**config.mk**
```make
export PLATFORM = sky130hd
export DESIGN_NAME = retro_pad_to_classic_mapper
export DESIGN_NICKNAME = d
export VERILOG_FILES = /design/src/design/rpcm_pkg.sv /design/src/design/retro_pad_to_classic_mapper.sv /design/src/design/rpcm_csr.sv /design/src/design/rpcm_map.sv
export VERILOG_INCLUDE_DIRS = /design/src /design/src/design
export SDC_FILE = /design/constraint.sdc
export NUM_CORES = 1
export LEC_CHECK = 0
export BUFFER_PORTS_ARGS = -buffer_cell sky130_fd_sc_hd__buf_2
export CORE_MARGIN = 4
export CORE_UTILIZATION = 40
export CTS_BUF_LIST = sky130_fd_sc_hd__clkbuf_4 sky130_fd_sc_hd__clkbuf_8 sky130_fd_sc_hd__clkbuf_16
export CTS_CLUSTER_DIAMETER = 40
export DETAILED_ROUTE_END_ITERATION = 8
export SYNTH_ARGS = -nofsm -noshare
export SYNTH_HDL_FRONTEND = slang
export SYNTH_SLANG_ARGS = --single-unit
```
**constraint.sdc**
```tcl
create_clock -name clock -period 14.4 [get_ports clock]
set_input_delay 1.44 -clock clock [delete_from_list [all_inputs] [get_ports clock]]
set_output_delay 1.44 -clock clock [all_outputs]
set_load 0.02 [all_outputs]
```
**src/design/retro_pad_to_classic_mapper_assert.svh**
```systemverilog
// Assertion macros shared by the mapper RTL.
`ifndef RETRO_PAD_TO_CLASSIC_MAPPER_ASSERT_SVH
`define RETRO_PAD_TO_CLASSIC_MAPPER_ASSERT_SVH

// Same-cycle implication, disabled during reset.
`define RPCM_ASSERT_IMP(label, clk, rst, ante, cons) \
   label: assert property (@(posedge clk) disable iff (rst) (ante) |-> (cons)) \
      else $error("assertion failed");

// Next-cycle implication, disabled during reset.
`define RPCM_ASSERT_NXT(label, clk, rst, ante, cons) \
   label: assert property (@(posedge clk) disable iff (rst) (ante) |=> (cons)) \
      else $error("assertion failed");

`endif

```
**src/design/rpcm_pkg.sv**
```systemverilog
// Shared types, codes and helper functions for the retro pad mapper.
`default_nettype none
package rpcm_pkg;

   // Pad mode codes
   localparam logic [2:0] MODE_NES    = 3'd0;
   localparam logic [2:0] MODE_SNES   = 3'd1;
   localparam logic [2:0] MODE_NEOGEO = 3'd2;
   localparam logic [2:0] MODE_GC     = 3'd3;
   localparam logic [2:0] MODE_N64    = 3'd4;

   // Register indexes on the configuration port
   localparam logic [2:0] REG_PAD_MODE    = 3'd0;
   localparam logic [2:0] REG_CAL_LEFT_X  = 3'd1;
   localparam logic [2:0] REG_CAL_LEFT_Y  = 3'd2;
   localparam logic [2:0] REG_CAL_RIGHT_X = 3'd3;
   localparam logic [2:0] REG_CAL_RIGHT_Y = 3'd4;
   localparam logic [2:0] REG_DEADZONE    = 3'd5;

   // Register reset values
   localparam logic [2:0] RST_PAD_MODE = MODE_NES;
   localparam logic [7:0] RST_CAL_LEFT  = 8'd128;
   localparam logic [7:0] RST_CAL_RIGHT = 8'd16;
   localparam logic [6:0] RST_DEADZONE  = 7'd10;

   // Button bit positions in the classic report
   localparam int BTN_W     = 15;
   localparam int BIT_LEFT  = 0;
   localparam int BIT_RIGHT = 1;
   localparam int BIT_UP    = 2;
   localparam int BIT_DOWN  = 3;
   localparam int BIT_A     = 4;
   localparam int BIT_B     = 5;
   localparam int BIT_X     = 6;
   localparam int BIT_Y     = 7;
   localparam int BIT_L     = 8;
   localparam int BIT_R     = 9;
   localparam int BIT_MINUS = 10;
   localparam int BIT_PLUS  = 11;
   localparam int BIT_HOME  = 12;
   localparam int BIT_ZL    = 13;
   localparam int BIT_ZR    = 14;

   // N64 C-button stick values and stick bit 7 flip
   localparam logic [7:0] C_LOW    = 8'd1;
   localparam logic [7:0] C_HIGH   = 8'd30;
   localparam logic [7:0] AXIS_FLIP = 8'h80;

   typedef struct packed {
      logic [2:0] pad_mode;
      logic [7:0] cal_left_x;
      logic [7:0] cal_left_y;
      logic [7:0] cal_right_x;
      logic [7:0] cal_right_y;
      logic [6:0] deadzone_radius;
   } cfg_type;

   typedef struct packed {
      logic [15:0] serial_word;
      logic [7:0]  report_byte0;
      logic [7:0]  report_byte1;
      logic [7:0]  report_byte2;
      logic [7:0]  report_byte3;
      logic [7:0]  report_byte4;
      logic [7:0]  report_byte5;
      logic [7:0]  report_byte6;
      logic [7:0]  report_byte7;
   } req_type;

   typedef struct packed {
      logic [BTN_W-1:0] button_bits;
      logic [7:0]       left_stick_x;
      logic [7:0]       left_stick_y;
      logic [7:0]       right_stick_x;
      logic [7:0]       right_stick_y;
      logic [7:0]       left_trigger;
      logic [7:0]       right_trigger;
   } rsp_type;

   // Report the calibration value when raw lies within radius of center
   function automatic logic [7:0] snap(input logic [7:0] raw, input logic [7:0] center,
                                       input logic [6:0] radius, input logic [7:0] cal);
      logic signed [8:0] diff;
      logic signed [8:0] rad;
      diff = signed'({1'b0, raw}) - signed'({1'b0, center});
      rad  = signed'({2'b00, radius});
      return ((diff >= -rad) && (diff <= rad)) ? cal : raw;
   endfunction

endpackage
`default_nettype wire

```
**src/design/retro_pad_to_classic_mapper.sv**
```systemverilog
// Path: a request is accepted into the input register, then mapped into the result register.
// Throughput: one request per cycle while the result register is not held, set by the single mapping pass.
// Backpressure stalls the input register only when the result register is held.
// Reset (synchronous, active high) empties both registers, restores configuration defaults
// and clears the captured stick centers and L/Z swap.
`default_nettype none
`include "retro_pad_to_classic_mapper_assert.svh"
module retro_pad_to_classic_mapper (
   input  wire logic        clock,
   input  wire logic        reset,
   input  wire logic        req_valid,
   output logic             req_ready,
   input  wire logic [15:0] req_serial_word,
   input  wire logic [7:0]  req_report_byte0,
   input  wire logic [7:0]  req_report_byte1,
   input  wire logic [7:0]  req_report_byte2,
   input  wire logic [7:0]  req_report_byte3,
   input  wire logic [7:0]  req_report_byte4,
   input  wire logic [7:0]  req_report_byte5,
   input  wire logic [7:0]  req_report_byte6,
   input  wire logic [7:0]  req_report_byte7,
   output logic             rsp_valid,
   input  wire logic        rsp_ready,
   output logic [14:0]      rsp_button_bits,
   output logic [7:0]       rsp_left_stick_x,
   output logic [7:0]       rsp_left_stick_y,
   output logic [7:0]       rsp_right_stick_x,
   output logic [7:0]       rsp_right_stick_y,
   output logic [7:0]       rsp_left_trigger,
   output logic [7:0]       rsp_right_trigger,
   input  wire logic        psel,
   input  wire logic        penable,
   input  wire logic        pwrite,
   input  wire logic [4:0]  paddr,
   input  wire logic [31:0] pwdata,
   output logic [31:0]      prdata,
   output logic             pready
);
   import rpcm_pkg::*;

   cfg_type cfg;
   req_type s1_data_ff;
   logic    s1_valid_ff;
   rsp_type map_rsp;
   rsp_type rsp_data_ff;
   logic    rsp_valid_ff;
   logic    advance;
   logic    move;
   logic    accept;

   rpcm_csr u_csr (
      .clock   (clock),
      .reset   (reset),
      .psel    (psel),
      .penable (penable),
      .pwrite  (pwrite),
      .paddr   (paddr),
      .pwdata  (pwdata),
      .prdata  (prdata),
      .pready  (pready),
      .cfg     (cfg)
   );

   rpcm_map u_map (
      .clock (clock),
      .reset (reset),
      .cfg   (cfg),
      .fire  (move),
      .req   (s1_data_ff),
      .rsp   (map_rsp)
   );

   // Handshake: result register frees when empty or taken
   assign advance   = !rsp_valid_ff || rsp_ready;
   assign move      = s1_valid_ff && advance;
   assign req_ready = !s1_valid_ff || advance;
   assign accept    = req_valid && req_ready;

   // Hold the request in the input register
   always_ff @(posedge clock) begin
      if (reset) begin
         s1_valid_ff <= 1'b0;
      end else if (req_ready) begin
         s1_valid_ff <= req_valid;
      end
   end

   always_ff @(posedge clock) begin
      if (accept) begin
         s1_data_ff.serial_word  <= req_serial_word;
         s1_data_ff.report_byte0 <= req_report_byte0;
         s1_data_ff.report_byte1 <= req_report_byte1;
         s1_data_ff.report_byte2 <= req_report_byte2;
         s1_data_ff.report_byte3 <= req_report_byte3;
         s1_data_ff.report_byte4 <= req_report_byte4;
         s1_data_ff.report_byte5 <= req_report_byte5;
         s1_data_ff.report_byte6 <= req_report_byte6;
         s1_data_ff.report_byte7 <= req_report_byte7;
      end
   end

   // Advance the mapped report into the result register
   always_ff @(posedge clock) begin
      if (reset) begin
         rsp_valid_ff <= 1'b0;
      end else if (advance) begin
         rsp_valid_ff <= s1_valid_ff;
      end
   end

   always_ff @(posedge clock) begin
      if (move) begin
         rsp_data_ff <= map_rsp;
      end
   end

   assign rsp_valid         = rsp_valid_ff;
   assign rsp_button_bits   = rsp_data_ff.button_bits;
   assign rsp_left_stick_x  = rsp_data_ff.left_stick_x;
   assign rsp_left_stick_y  = rsp_data_ff.left_stick_y;
   assign rsp_right_stick_x = rsp_data_ff.right_stick_x;
   assign rsp_right_stick_y = rsp_data_ff.right_stick_y;
   assign rsp_left_trigger  = rsp_data_ff.left_trigger;
   assign rsp_right_trigger = rsp_data_ff.right_trigger;

   // A stalled request stays in the input register untouched
   `RPCM_ASSERT_NXT(a_s1_hold, clock, reset, s1_valid_ff && !advance, s1_valid_ff && $stable(s1_data_ff))
   // A request moved out of the input register shows up as a result
   `RPCM_ASSERT_NXT(a_move_to_rsp, clock, reset, move, rsp_valid_ff)
   // An accepted request always lands in the input register
   `RPCM_ASSERT_NXT(a_accept_lands, clock, reset, accept, s1_valid_ff)

endmodule
`default_nettype wire

```
**src/design/rpcm_csr.sv**
```systemverilog
// APB-style configuration registers for the retro pad mapper.
`default_nettype none
module rpcm_csr (
   input  wire logic          clock,
   input  wire logic          reset,
   input  wire logic          psel,
   input  wire logic          penable,
   input  wire logic          pwrite,
   input  wire logic [4:0]    paddr,
   input  wire logic [31:0]   pwdata,
   output logic [31:0]        prdata,
   output logic               pready,
   output rpcm_pkg::cfg_type  cfg
);
   import rpcm_pkg::*;

   cfg_type    cfg_ff;
   logic [2:0] index;
   logic       wr_en;

   assign index  = paddr[4:2];
   assign wr_en  = psel && penable && pwrite;
   assign pready = 1'b1;
   assign cfg    = cfg_ff;

   // Write the addressed register
   always_ff @(posedge clock) begin
      if (reset) begin
         cfg_ff.pad_mode        <= RST_PAD_MODE;
         cfg_ff.cal_left_x      <= RST_CAL_LEFT;
         cfg_ff.cal_left_y      <= RST_CAL_LEFT;
         cfg_ff.cal_right_x     <= RST_CAL_RIGHT;
         cfg_ff.cal_right_y     <= RST_CAL_RIGHT;
         cfg_ff.deadzone_radius <= RST_DEADZONE;
      end else if (wr_en) begin
         unique case (index)
            REG_PAD_MODE:    cfg_ff.pad_mode        <= pwdata[2:0];
            REG_CAL_LEFT_X:  cfg_ff.cal_left_x      <= pwdata[7:0];
            REG_CAL_LEFT_Y:  cfg_ff.cal_left_y      <= pwdata[7:0];
            REG_CAL_RIGHT_X: cfg_ff.cal_right_x     <= pwdata[7:0];
            REG_CAL_RIGHT_Y: cfg_ff.cal_right_y     <= pwdata[7:0];
            REG_DEADZONE:    cfg_ff.deadzone_radius <= pwdata[6:0];
            default: ;
         endcase
      end
   end

   // Return the addressed register
   always_comb begin
      unique case (index)
         REG_PAD_MODE:    prdata = {29'd0, cfg_ff.pad_mode};
         REG_CAL_LEFT_X:  prdata = {24'd0, cfg_ff.cal_left_x};
         REG_CAL_LEFT_Y:  prdata = {24'd0, cfg_ff.cal_left_y};
         REG_CAL_RIGHT_X: prdata = {24'd0, cfg_ff.cal_right_x};
         REG_CAL_RIGHT_Y: prdata = {24'd0, cfg_ff.cal_right_y};
         REG_DEADZONE:    prdata = {25'd0, cfg_ff.deadzone_radius};
         default:         prdata = 32'd0;
      endcase
   end

endmodule
`default_nettype wire

```
**src/design/rpcm_map.sv**
```systemverilog
// Button and stick mapping with stick center capture for the retro pad mapper.
`default_nettype none
module rpcm_map (
   input  wire logic              clock,
   input  wire logic              reset,
   input  wire rpcm_pkg::cfg_type cfg,
   input  wire logic              fire,
   input  wire rpcm_pkg::req_type req,
   output rpcm_pkg::rsp_type      rsp
);
   import rpcm_pkg::*;

   logic       captured_ff;
   logic [7:0] neutral_lx_ff, neutral_ly_ff, neutral_rx_ff, neutral_ry_ff;
   logic       swap_ff;

   logic       cap_now;
   logic       is_n64;
   logic [7:0] new_lx, new_ly;
   logic       new_swap;
   logic [7:0] use_lx, use_ly, use_rx, use_ry;
   logic       use_swap;
   logic [6:0] rad_right;
   logic [15:0] w;
   logic [7:0] b0, b1;
   logic       lbit, zbit;

   assign w  = req.serial_word;
   assign b0 = req.report_byte0;
   assign b1 = req.report_byte1;

   // Pick centers: fresh capture on the first analog report, else the stored ones
   always_comb begin
      is_n64   = (cfg.pad_mode == MODE_N64);
      cap_now  = ((cfg.pad_mode == MODE_GC) || is_n64) && !captured_ff;
      new_lx   = is_n64 ? (req.report_byte2 ^ AXIS_FLIP) : req.report_byte2;
      new_ly   = is_n64 ? (req.report_byte3 ^ AXIS_FLIP) : req.report_byte3;
      new_swap = is_n64 && b1[5];
      use_lx   = cap_now ? new_lx : neutral_lx_ff;
      use_ly   = cap_now ? new_ly : neutral_ly_ff;
      use_rx   = cap_now ? req.report_byte4 : neutral_rx_ff;
      use_ry   = cap_now ? req.report_byte5 : neutral_ry_ff;
      use_swap = cap_now ? new_swap : swap_ff;
      rad_right = cfg.deadzone_radius >> 1;
      lbit     = use_swap ? b0[5] : b1[5];
      zbit     = use_swap ? b1[5] : b0[5];
   end

   // Map the report for the selected pad
   always_comb begin
      rsp.button_bits   = '0;
      rsp.left_stick_x  = cfg.cal_left_x;
      rsp.left_stick_y  = cfg.cal_left_y;
      rsp.right_stick_x = cfg.cal_right_x;
      rsp.right_stick_y = cfg.cal_right_y;
      rsp.left_trigger  = 8'd0;
      rsp.right_trigger = 8'd0;
      case (cfg.pad_mode)
         MODE_NES: begin
            rsp.button_bits[BIT_LEFT]  = w[6];
            rsp.button_bits[BIT_RIGHT] = w[7];
            rsp.button_bits[BIT_UP]    = w[4];
            rsp.button_bits[BIT_DOWN]  = w[5];
            rsp.button_bits[BIT_A]     = w[0];
            rsp.button_bits[BIT_B]     = w[1];
            rsp.button_bits[BIT_MINUS] = w[2];
            rsp.button_bits[BIT_PLUS]  = w[3];
            rsp.button_bits[BIT_HOME]  = w[2] && w[3];
         end
         MODE_SNES: begin
            rsp.button_bits[BIT_LEFT]  = w[6];
            rsp.button_bits[BIT_RIGHT] = w[7];
            rsp.button_bits[BIT_UP]    = w[4];
            rsp.button_bits[BIT_DOWN]  = w[5];
            rsp.button_bits[BIT_B]     = w[0];
            rsp.button_bits[BIT_Y]     = w[1];
            rsp.button_bits[BIT_MINUS] = w[2];
            rsp.button_bits[BIT_PLUS]  = w[3];
            rsp.button_bits[BIT_A]     = w[8];
            rsp.button_bits[BIT_X]     = w[9];
            rsp.button_bits[BIT_L]     = w[10];
            rsp.button_bits[BIT_R]     = w[11];
            rsp.button_bits[BIT_HOME]  = w[2] && w[3];
         end
         MODE_NEOGEO: begin
            rsp.button_bits[BIT_LEFT]  = w[1];
            rsp.button_bits[BIT_RIGHT] = w[11];
            rsp.button_bits[BIT_UP]    = w[2];
            rsp.button_bits[BIT_DOWN]  = w[12];
            rsp.button_bits[BIT_B]     = w[0];
            rsp.button_bits[BIT_Y]     = w[15];
            rsp.button_bits[BIT_MINUS] = w[8];
            rsp.button_bits[BIT_PLUS]  = w[14];
            rsp.button_bits[BIT_A]     = w[10];
            rsp.button_bits[BIT_X]     = w[9];
            rsp.button_bits[BIT_HOME]  = w[8] && w[14];
         end
         MODE_GC: begin
            rsp.button_bits[BIT_LEFT]  = b1[0];
            rsp.button_bits[BIT_RIGHT] = b1[1];
            rsp.button_bits[BIT_UP]    = b1[3];
            rsp.button_bits[BIT_DOWN]  = b1[2];
            rsp.button_bits[BIT_Y]     = b0[3];
            rsp.button_bits[BIT_B]     = b0[1];
            rsp.button_bits[BIT_X]     = b0[2];
            rsp.button_bits[BIT_A]     = b0[0];
            rsp.button_bits[BIT_PLUS]  = b0[4];
            rsp.button_bits[BIT_L]     = b1[6];
            rsp.button_bits[BIT_R]     = b1[5];
            rsp.button_bits[BIT_ZL]    = b1[4];
            rsp.button_bits[BIT_ZR]    = b1[4];
            rsp.button_bits[BIT_HOME]  = b1[3] && b0[4];
            rsp.left_stick_x  = snap(req.report_byte2, use_lx, cfg.deadzone_radius,
                                     cfg.cal_left_x);
            rsp.left_stick_y  = snap(req.report_byte3, use_ly, cfg.deadzone_radius,
                                     cfg.cal_left_y);
            rsp.right_stick_x = snap(req.report_byte4, use_rx, rad_right, cfg.cal_right_x);
            rsp.right_stick_y = snap(req.report_byte5, use_ry, rad_right, cfg.cal_right_y);
            rsp.left_trigger  = req.report_byte6;
            rsp.right_trigger = req.report_byte7;
         end
         MODE_N64: begin
            rsp.button_bits[BIT_LEFT]  = b0[1];
            rsp.button_bits[BIT_RIGHT] = b0[0];
            rsp.button_bits[BIT_UP]    = b0[3];
            rsp.button_bits[BIT_DOWN]  = b0[2];
            rsp.button_bits[BIT_B]     = b0[6];
            rsp.button_bits[BIT_A]     = b0[7];
            rsp.button_bits[BIT_PLUS]  = b0[4];
            rsp.button_bits[BIT_R]     = b1[4];
            rsp.button_bits[BIT_L]     = lbit;
            rsp.button_bits[BIT_ZL]    = zbit;
            rsp.button_bits[BIT_ZR]    = zbit;
            rsp.button_bits[BIT_Y]     = b1[1];
            rsp.button_bits[BIT_X]     = b1[0];
            rsp.button_bits[BIT_HOME]  = b0[3] && b0[4];
            // C-buttons drive the right stick
            if (b1[3]) begin
               rsp.right_stick_y = C_HIGH;
            end else if (b1[2]) begin
               rsp.right_stick_y = C_LOW;
            end
            if (b1[1]) begin
               rsp.right_stick_x = C_LOW;
            end else if (b1[0]) begin
               rsp.right_stick_x = C_HIGH;
            end
            rsp.left_stick_x = snap(req.report_byte2 ^ AXIS_FLIP, use_lx,
                                    cfg.deadzone_radius, cfg.cal_left_x);
            rsp.left_stick_y = snap(req.report_byte3 ^ AXIS_FLIP, use_ly,
                                    cfg.deadzone_radius, cfg.cal_left_y);
         end
         default: ;
      endcase
   end

   // Latch the stick centers once, on the first analog report
   always_ff @(posedge clock) begin
      if (reset) begin
         captured_ff   <= 1'b0;
         neutral_lx_ff <= 8'd0;
         neutral_ly_ff <= 8'd0;
         neutral_rx_ff <= 8'd0;
         neutral_ry_ff <= 8'd0;
         swap_ff       <= 1'b0;
      end else if (fire && cap_now) begin
         captured_ff   <= 1'b1;
         neutral_lx_ff <= new_lx;
         neutral_ly_ff <= new_ly;
         neutral_rx_ff <= req.report_byte4;
         neutral_ry_ff <= req.report_byte5;
         swap_ff       <= new_swap;
      end
   end

endmodule
`default_nettype wire
```
==> reports/results.txt, run 1 <==
Antenna Cells - 0
Syn Inst Count - 1105
Hold path endpoint - u_map.neutral_rx_ff[5]
ANT nets after route - 0
Number of synthesized flops with an enable pin - 140
Final hold vios - 0
Largest net degree at the start of global routing - 79
Crit path capture type - flop
Cell depth of the worst hold path - 2
Vias per cell - 5.31
Vias in the first global route - 8949
FF+latch count, synth - 218
R2R Path Start - u_csr.cfg[40]
Die H - 181 um
Count of endpoints failing setup in the final report - 0
Wire length on met3 - 2020 um
Post-DP HPWL - 22600 um
Row count - 63
Max-Cap Viols - 0
Final period util - 0.478
Reg2Reg Setup Slack - 7.51 ns
Syn Std Cell Area - 12000 um^2
WHS - 0.451 ns
WS Path Type - reg -> reg
Syn_area_per_cell - 10.8 um^2
CTS tree - done
Hold Crit Class - reg -> reg
Worst slew margin - 0.296
Int Power - 1.26 mW
RSZ-0062 raised after global routing - false
Initial Util - 0.405
Asr flop ratio synth - 0
Switching power - 0.427 mW
Pins over their slew limit - 0
Sw Share - 0.253
Sequential Power Share - 0.416
Final Routed Wirelength - 31100 um
First-pass GRT wire length - 48800 um
Initial antenna violation count - 0
Core area - 29600 um^2
Yosys Warn Count - 0
Maximum clock frequency - 145 MHz
Post-CTS Setup Inserts - 0
Max IR drop VDD - 101 uV
H-tree depth - 2
Most used flip-flop cell after synthesis - edfxtp_1
Total power - 1.69 mW
Synth-to-layout area growth - 19.2%
Seq/Total Area, Yosys - 0.482
Root Buffer Master - clkbuf_16
Clock power frac - 0.494
Status - completed
HP Start - u_map.neutral_rx_ff[5]
Clock skew - 0.0150 ns
Crit path time final - 6.89 ns
Worst skew pair latency - 0.52 ns
Worst Path Required - 14.67 ns
Total DRC errors in the routed layout - 0
Critical-path maximum fanout - 36
Worst Setup Start Kind - flop
WL met1 - 13900 um
GRT Util Overall - 0.187
Met2 WL - 14200 um
Clock sinks - 218
Drt pass-1 iters - 5
Global route overflow - 0
Cells on worst reg2reg path - 23
Initial DRC Count - 568
Top sig layer - met4
CP startpoint - u_csr.cfg[40]
GP Congestion - 0.866
Setup_tns - 0 ns
Leakage - 5.75 nW
Comb power frac - 0.089
Bufs on Longest Clock Path - 3
Post-CTS Resized - 0
Share of layout cells above drive strength 1 - 0.229
Pwr per Cell Area - 118 nW/um^2
Via Count - 8964
Total Die Area - 32800 um^2
Die Wd - 181 um
Hold Buf Count CTS - 0
Buffers on Ports - 168
Ports - 222
Synth cell types - 75
CTS clk-pin slew, worst paths - 0.05 ns
Number of buffers created by CTS - 36
Worst slew pin tran - 1.06 ns
CP arrival - 7.16 ns
Reg-to-Reg End - rsp_left_stick_x[1]
WL per Instance - 18.4 um
# nets final - 1496
[layer usage]
layer | vias to the layer above | GRT usage
li1 | 4356 | -
met1 | 4268 | 0.252
met2 | 285 | 0.303
met3 | 55 | 0.0362
met4 | 0 | 0.0645
met5 | - | 0
[synthesized netlist by cell type (24+ instances only)]
| cell | n | area (um^2) |
|---|---|---|
| mux2_2 | 28 | 315 |
| mux2i_1 | 72 | 721 |
| edfxtp_1 | 140 | 4200 |
| nor2_1 | 86 | 323 |
| dfxtp_1 | 78 | 1560 |
| a21oi_1 | 66 | 330 |
| nor2b_1 | 24 | 150 |
| clkbuf_1 | 34 | 128 |
| o21ai_0 | 40 | 200 |
| buf_4 | 26 | 195 |
| ha_1 | 96 | 1200 |
| inv_1 | 42 | 158 |
| nand2_1 | 98 | 368 |
[metrics by stage]
step | instances | cell area [um^2] | worst slack (ns) | utilization
2_1_floorplan | 1128 | 12100 | 9.05 | -
4_1_cts | 1688 | 14300 | 7.53 | 0.483
3_5_place_dp | 1624 | 13100 | 7.55 | 0.443
5_1_grt | 1688 | 14300 | 6.92 | 0.483
6_report | 1688 | 14300 | 7.51 | 0.483
3_3_place_gp | 1624 | 13100 | 7.61 | 0.443
[worst max-delay path by stage]
stage                                to  slack, ns  cells after the start
finish              rsp_left_stick_x[1]       7.51                     23
global placement    rsp_left_stick_y[6]       7.61                     22
detailed placement  rsp_left_stick_y[6]       7.55                     22
global route        rsp_left_stick_x[1]       6.92                     23
CTS                 rsp_left_stick_y[6]       7.53                     22
floorplan           rsp_left_stick_x[0]       9.05                     24
[power groups by stage]
stage                     clock, mW  sequential, mW  combinational, mW
after floorplan                   0           0.717              0.103
final                         0.836           0.704              0.151
after CTS                     0.857           0.704              0.152
after global routing          0.887           0.705              0.170
after detailed placement          0           0.716              0.151
after global placement            0           0.716              0.147
[cell families (layout without fill, tap and decap cells)]
family,count (synthesis),in the layout,synth area share
AOI/OAI and AO/OA,237,237,0.134
xor gates and xnor gates,24,24,0.0176
adders and majority gates,102,102,0.109
buffers and inverters,111,281,0.0443
DFF,218,218,0.482
muxes,101,101,0.0884
other,2,25,0.000627
and+or+nand+nor,310,310,0.124
[cell type report]
| class | count | area [um^2] |
|---|---|---|
| Sequential cell | 218 | 5770 |
| Clock buffer | 38 | 928 |
| Inverter | 42 | 158 |
| Fill cell | 2705 | 15300 |
| Timing Repair Buffer | 175 | 893 |
| Multi-Input combinational cell | 799 | 5780 |
| Clock inverter | 26 | 259 |
| Tap cell | 390 | 488 |
[registers in the layout (all words and copies together) (netlist names)]
name and cells:
rsp_left_stick_y 8, u_map.captured_ff 1, u_map.neutral_ry_ff 8, rsp_valid 1, rsp_right_trigger 8, u_map.neutral_rx_ff 8
u_map.neutral_lx_ff 8, rsp_right_stick_x 8, rsp_right_stick_y 8, u_csr.cfg 42, s1_data_ff 78, rsp_button_bits 14
rsp_left_trigger 8, u_map.neutral_ly_ff 8, u_map.swap_ff 1, s1_valid_ff 1, rsp_left_stick_x 8
[cell usage in the layout (no fill, tap or decap), drive strengths merged, types with 15 or more instances in the layout]
cell type    n
buf        175
edfxtp     140
nand2       98
ha          96
nor2        87
dfxtp       78
mux2i       72
a21oi       68
inv         52
o21ai       41
clkbuf      38
mux2        28
conb        25
nor2b       24
and2        24
nand3       22
xnor2       17
a21o        15
nand2b      15
[critical path, stage by stage, from the launching register on]
cell	delay, ns
dfxtp_1	0.79
inv_1	0.39
or2_2	0.54
a21oi_4	0.16
buf_4	0.51
mux2_2	0.28
ha_1	0.16
inv_1	0.05
fa_1	0.40
a21o_1	0.17
a21oi_1	0.21
nand2b_1	0.18
nand2b_1	0.06
a21oi_1	0.16
xnor2_1	0.21
ha_1	0.33
a21oi_1	0.13
and3_1	0.16
o21ai_0	0.13
a2111oi_0	0.56
a2111oi_0	0.16
a211oi_2	0.41
nor2_4	0.12
mux2_2	0.30
Power figures use the tool's default switching activity.
==> run 2, diff against run 1 <==
ABC_AREA = 1   (was default)
clock period = 5.6 ns   (was 14.4 ns; I/O delays follow)
==> run 2 against run 1 <==
  * Sequential share of layout area down 2.5 points
  * Global-route usage up 1.6 points
  * Synthesized area up 7.7%
  * Synthesized cell count up 40%
  * Non-clock buffer count up 3
  * Register-to-register slack worse by 6.7 ns
  * Setup slack worse by 6.7 ns
  * Clock-buffer cell count up 2
  * Design area up 6.7%
==> reports/results.txt, run 2 <==
Critical-path maximum fanout - 29 (-19%)
Max-Cap Viols - 0 (unchanged)
Post-CTS Resized - 0 (unchanged)
Status - completed
Worst path max stage delay - 0.40 ns (-0.39 ns)
CTS clk-pin slew, worst paths - 0.06 ns (about the same)
Largest net degree at the start of global routing - 79 (unchanged)
Root Buffer Master - clkbuf_16
Worst skew pair latency - 0.53 ns (about the same)
Commonest cells post-synth - 323 x nand2_1, 219 x inv_1, 140 x edfxtp_1
Pwr per Cell Area - 304 nW/um^2 (+160%)
Cell with the most instances after synthesis - nand2_1
Ports - 222 (unchanged)
Worst Path Required - 5.84 ns (-8.83 ns)
Seq/Total Area, Yosys - 0.447 (-0.0344)
Share of layout cells above drive strength 1 - 0.160 (-0.0693)
Clock skew - 0.0247 ns (+0.00968 ns)
WHS - 0.203 ns (-0.248 ns)
Worst path bufs/invs - 3 (unchanged)
Final period util - 0.852 (+0.374)
Total Die Area - 35200 um^2 (+7.3%)
Asr flop ratio synth - 0 (unchanged)
Hold Buf Count CTS - 0 (unchanged)
Max reg flops - 78 (unchanged)
Post-DP HPWL - 26900 um (+19%)
Synth cell types - 51 (-32%)
Largest delay share family, worst path - simple AND/OR/NAND/NOR gates
Worst slew margin - 0.280 (-0.0162)
Synth area leaders - edfxtp_1 33%, dfxtp_1 12%, nand2_1 9.4%
Row count - 65 (+3.2%)
Number of synthesized flops with an enable pin - 140 (unchanged)
Final Routed Wirelength - 36500 um (+17%)
Core area - 31600 um^2 (+7.0%)
RSZ-0062 raised after global routing - false
Via Count - 11100 (+24%)
Area leader, netlist - edfxtp_1
Leakage - 7.02 nW (+22%)
Final hold vios - 0 (unchanged)
Final core utilization - 0.481 (-0.00144)
Global route overflow - 0 (unchanged)
ANT nets after route - 0 (unchanged)
Commonest non-fill, non-tap cell in the layout - nand2_1
Initial DRC Count - 822 (+45%)
Most flop-heavy register - s1_data_ff
First-pass GRT wire length - 57500 um (+18%)
Bufs on Longest Clock Path - 3 (unchanged)
WL per Instance - 17.0 um (-8.0%)
H-tree depth - 2 (unchanged)
Syn_area_per_cell - 8.32 um^2 (-23%)
Most frequent cells in the layout - 322 x nand2_1, 218 x inv_1, 168 x buf_2
Worst slew pin tran - 1.08 ns (+0.0243 ns)
Max IR drop VDD - 191 uV (+90%)
Pins over their slew limit - 0 (unchanged)
Number of buffers created by CTS - 34 (-5.6%)
Crit path capture type - flop
Vias per cell - 5.17 (-2.7%)
Post-CTS Setup Inserts - 0 (unchanged)
Drt pass-1 iters - 6 (+1)
Clock sinks - 218 (unchanged)
Hold Crit Class - in -> reg
Buffers on Ports - 168 (unchanged)
Area fraction of the dominant cell type after synthesis - 0.326 (-0.0251)
Worst Setup Start Kind - flop
Syn Std Cell Area - 12900 um^2 (+7.7%)
Maximum clock frequency - 209 MHz (+44%)
GP Congestion - 0.894 (+3.2%)
Count of endpoints failing setup in the final report - 0 (unchanged)
Yosys Warn Count - 0 (unchanged)
GRT Util Overall - 0.203 (+0.0165)
WS Path Type - reg -> reg
CTS tree - done
Initial antenna violation count - 1 (+1)
Total DRC errors in the routed layout - 0 (unchanged)
Setup_tns - 0 ns (unchanged)
Synth-to-layout area growth - 18.1%
Syn Inst Count - 1549 (+40%)
Die H - 188 um (+3.6%)
Die Wd - 188 um (+3.6%)
Slowest-stage cell, CP - fa_1
CP most frequent cell - nand3_1
Initial Util - 0.407 (+0.00248)
Vias in the first global route - 10600 (+18%)
Crit path time final - 4.77 ns (-2.12 ns)
# nets final - 1947 (+30%)
Most used flip-flop cell after synthesis - edfxtp_1
FF+latch count, synth - 218 (unchanged)
CP arrival - 5.01 ns (-2.15 ns)
==> run 2: cell families after synthesis <==
family | count (synthesis) | share of synthesized area
adders and majority gates | 100 | 0.0994
AOI/OAI and AO/OA | 279 | 0.124
DFF | 218 | 0.447
and+or+nand+nor | 631 | 0.214
xor gates and xnor gates | 27 | 0.0189
buffers and inverters | 292 | 0.0954
other | 2 | 0.000583
==> run 2: metrics by stage <==
stage	worst slack [ns]	area [um^2]	power, mW	std cells
final	0.826	15200	4.63	2152
after global routing	0.480	15200	4.84	2152
after CTS	0.938	15200	4.68	2151
after detailed placement	0.995	14000	2.46	2089
after global placement	1.07	14000	2.45	2089
after floorplan	1.41	13000	2.29	1572
==> run 2: where the power goes <==
part / leakage (nW) / switching [mW] / internal, mW
sequential: 1.98 / 0.0378 / 1.78
combinational: 4.45 / 0.416 / 0.202
clock: 0.589 / 0.817 / 1.38
==> run 2: layer usage <==
layer	up-vias	track usage	routed length (um)
li1	5567	-	-
met1	5140	0.277	16600
met2	351	0.330	16500
met3	66	0.0378	2350
met4	0	0.0655	1050
met5	-	0	0
==> run 2: cell type report <==
class | instances | area (um^2)
diodes | 1 | 2.50
inverters | 229 | 861
repair buffers | 178 | 916
clock inverters | 22 | 283
flip-flops and latches | 218 | 5770
clock buffers | 40 | 902
multi-input cells | 1062 | 6000
well taps | 402 | 503
fillers | 3056 | 16400
==> run 2: worst reg2reg max path, stage by stage (launching register included) <==
cell,delay (ns)
dfxtp_1,0.37
inv_1,0.11
nand3_1,0.12
nand2_2,0.12
nand2_2,0.12
buf_4,0.28
nand2_1,0.07
o21ai_0,0.14
ha_1,0.26
inv_1,0.07
fa_1,0.40
nand3_1,0.10
nand3_1,0.15
a21oi_1,0.21
o21ai_1,0.12
xor2_1,0.28
ha_1,0.32
a21o_1,0.20
a31oi_1,0.18
nand3_1,0.09
nand2_1,0.08
nand3_2,0.22
nand2_2,0.26
nand2_1,0.07
nand3_1,0.07
nand3_1,0.11
==> run 2: final timing paths <==
kind                                from                     end  slack, ns  cells after the start
setup / recovery           u_csr.cfg[41]     rsp_left_stick_x[0]       0.83                     25
setup reg to reg           u_csr.cfg[41]     rsp_left_stick_x[0]       0.83                     25
hold reg to reg   u_map.neutral_ry_ff[7]  u_map.neutral_ry_ff[7]       0.45                      2
hold / removal       req_report_byte6[6]          s1_data_ff[14]       0.20                      1
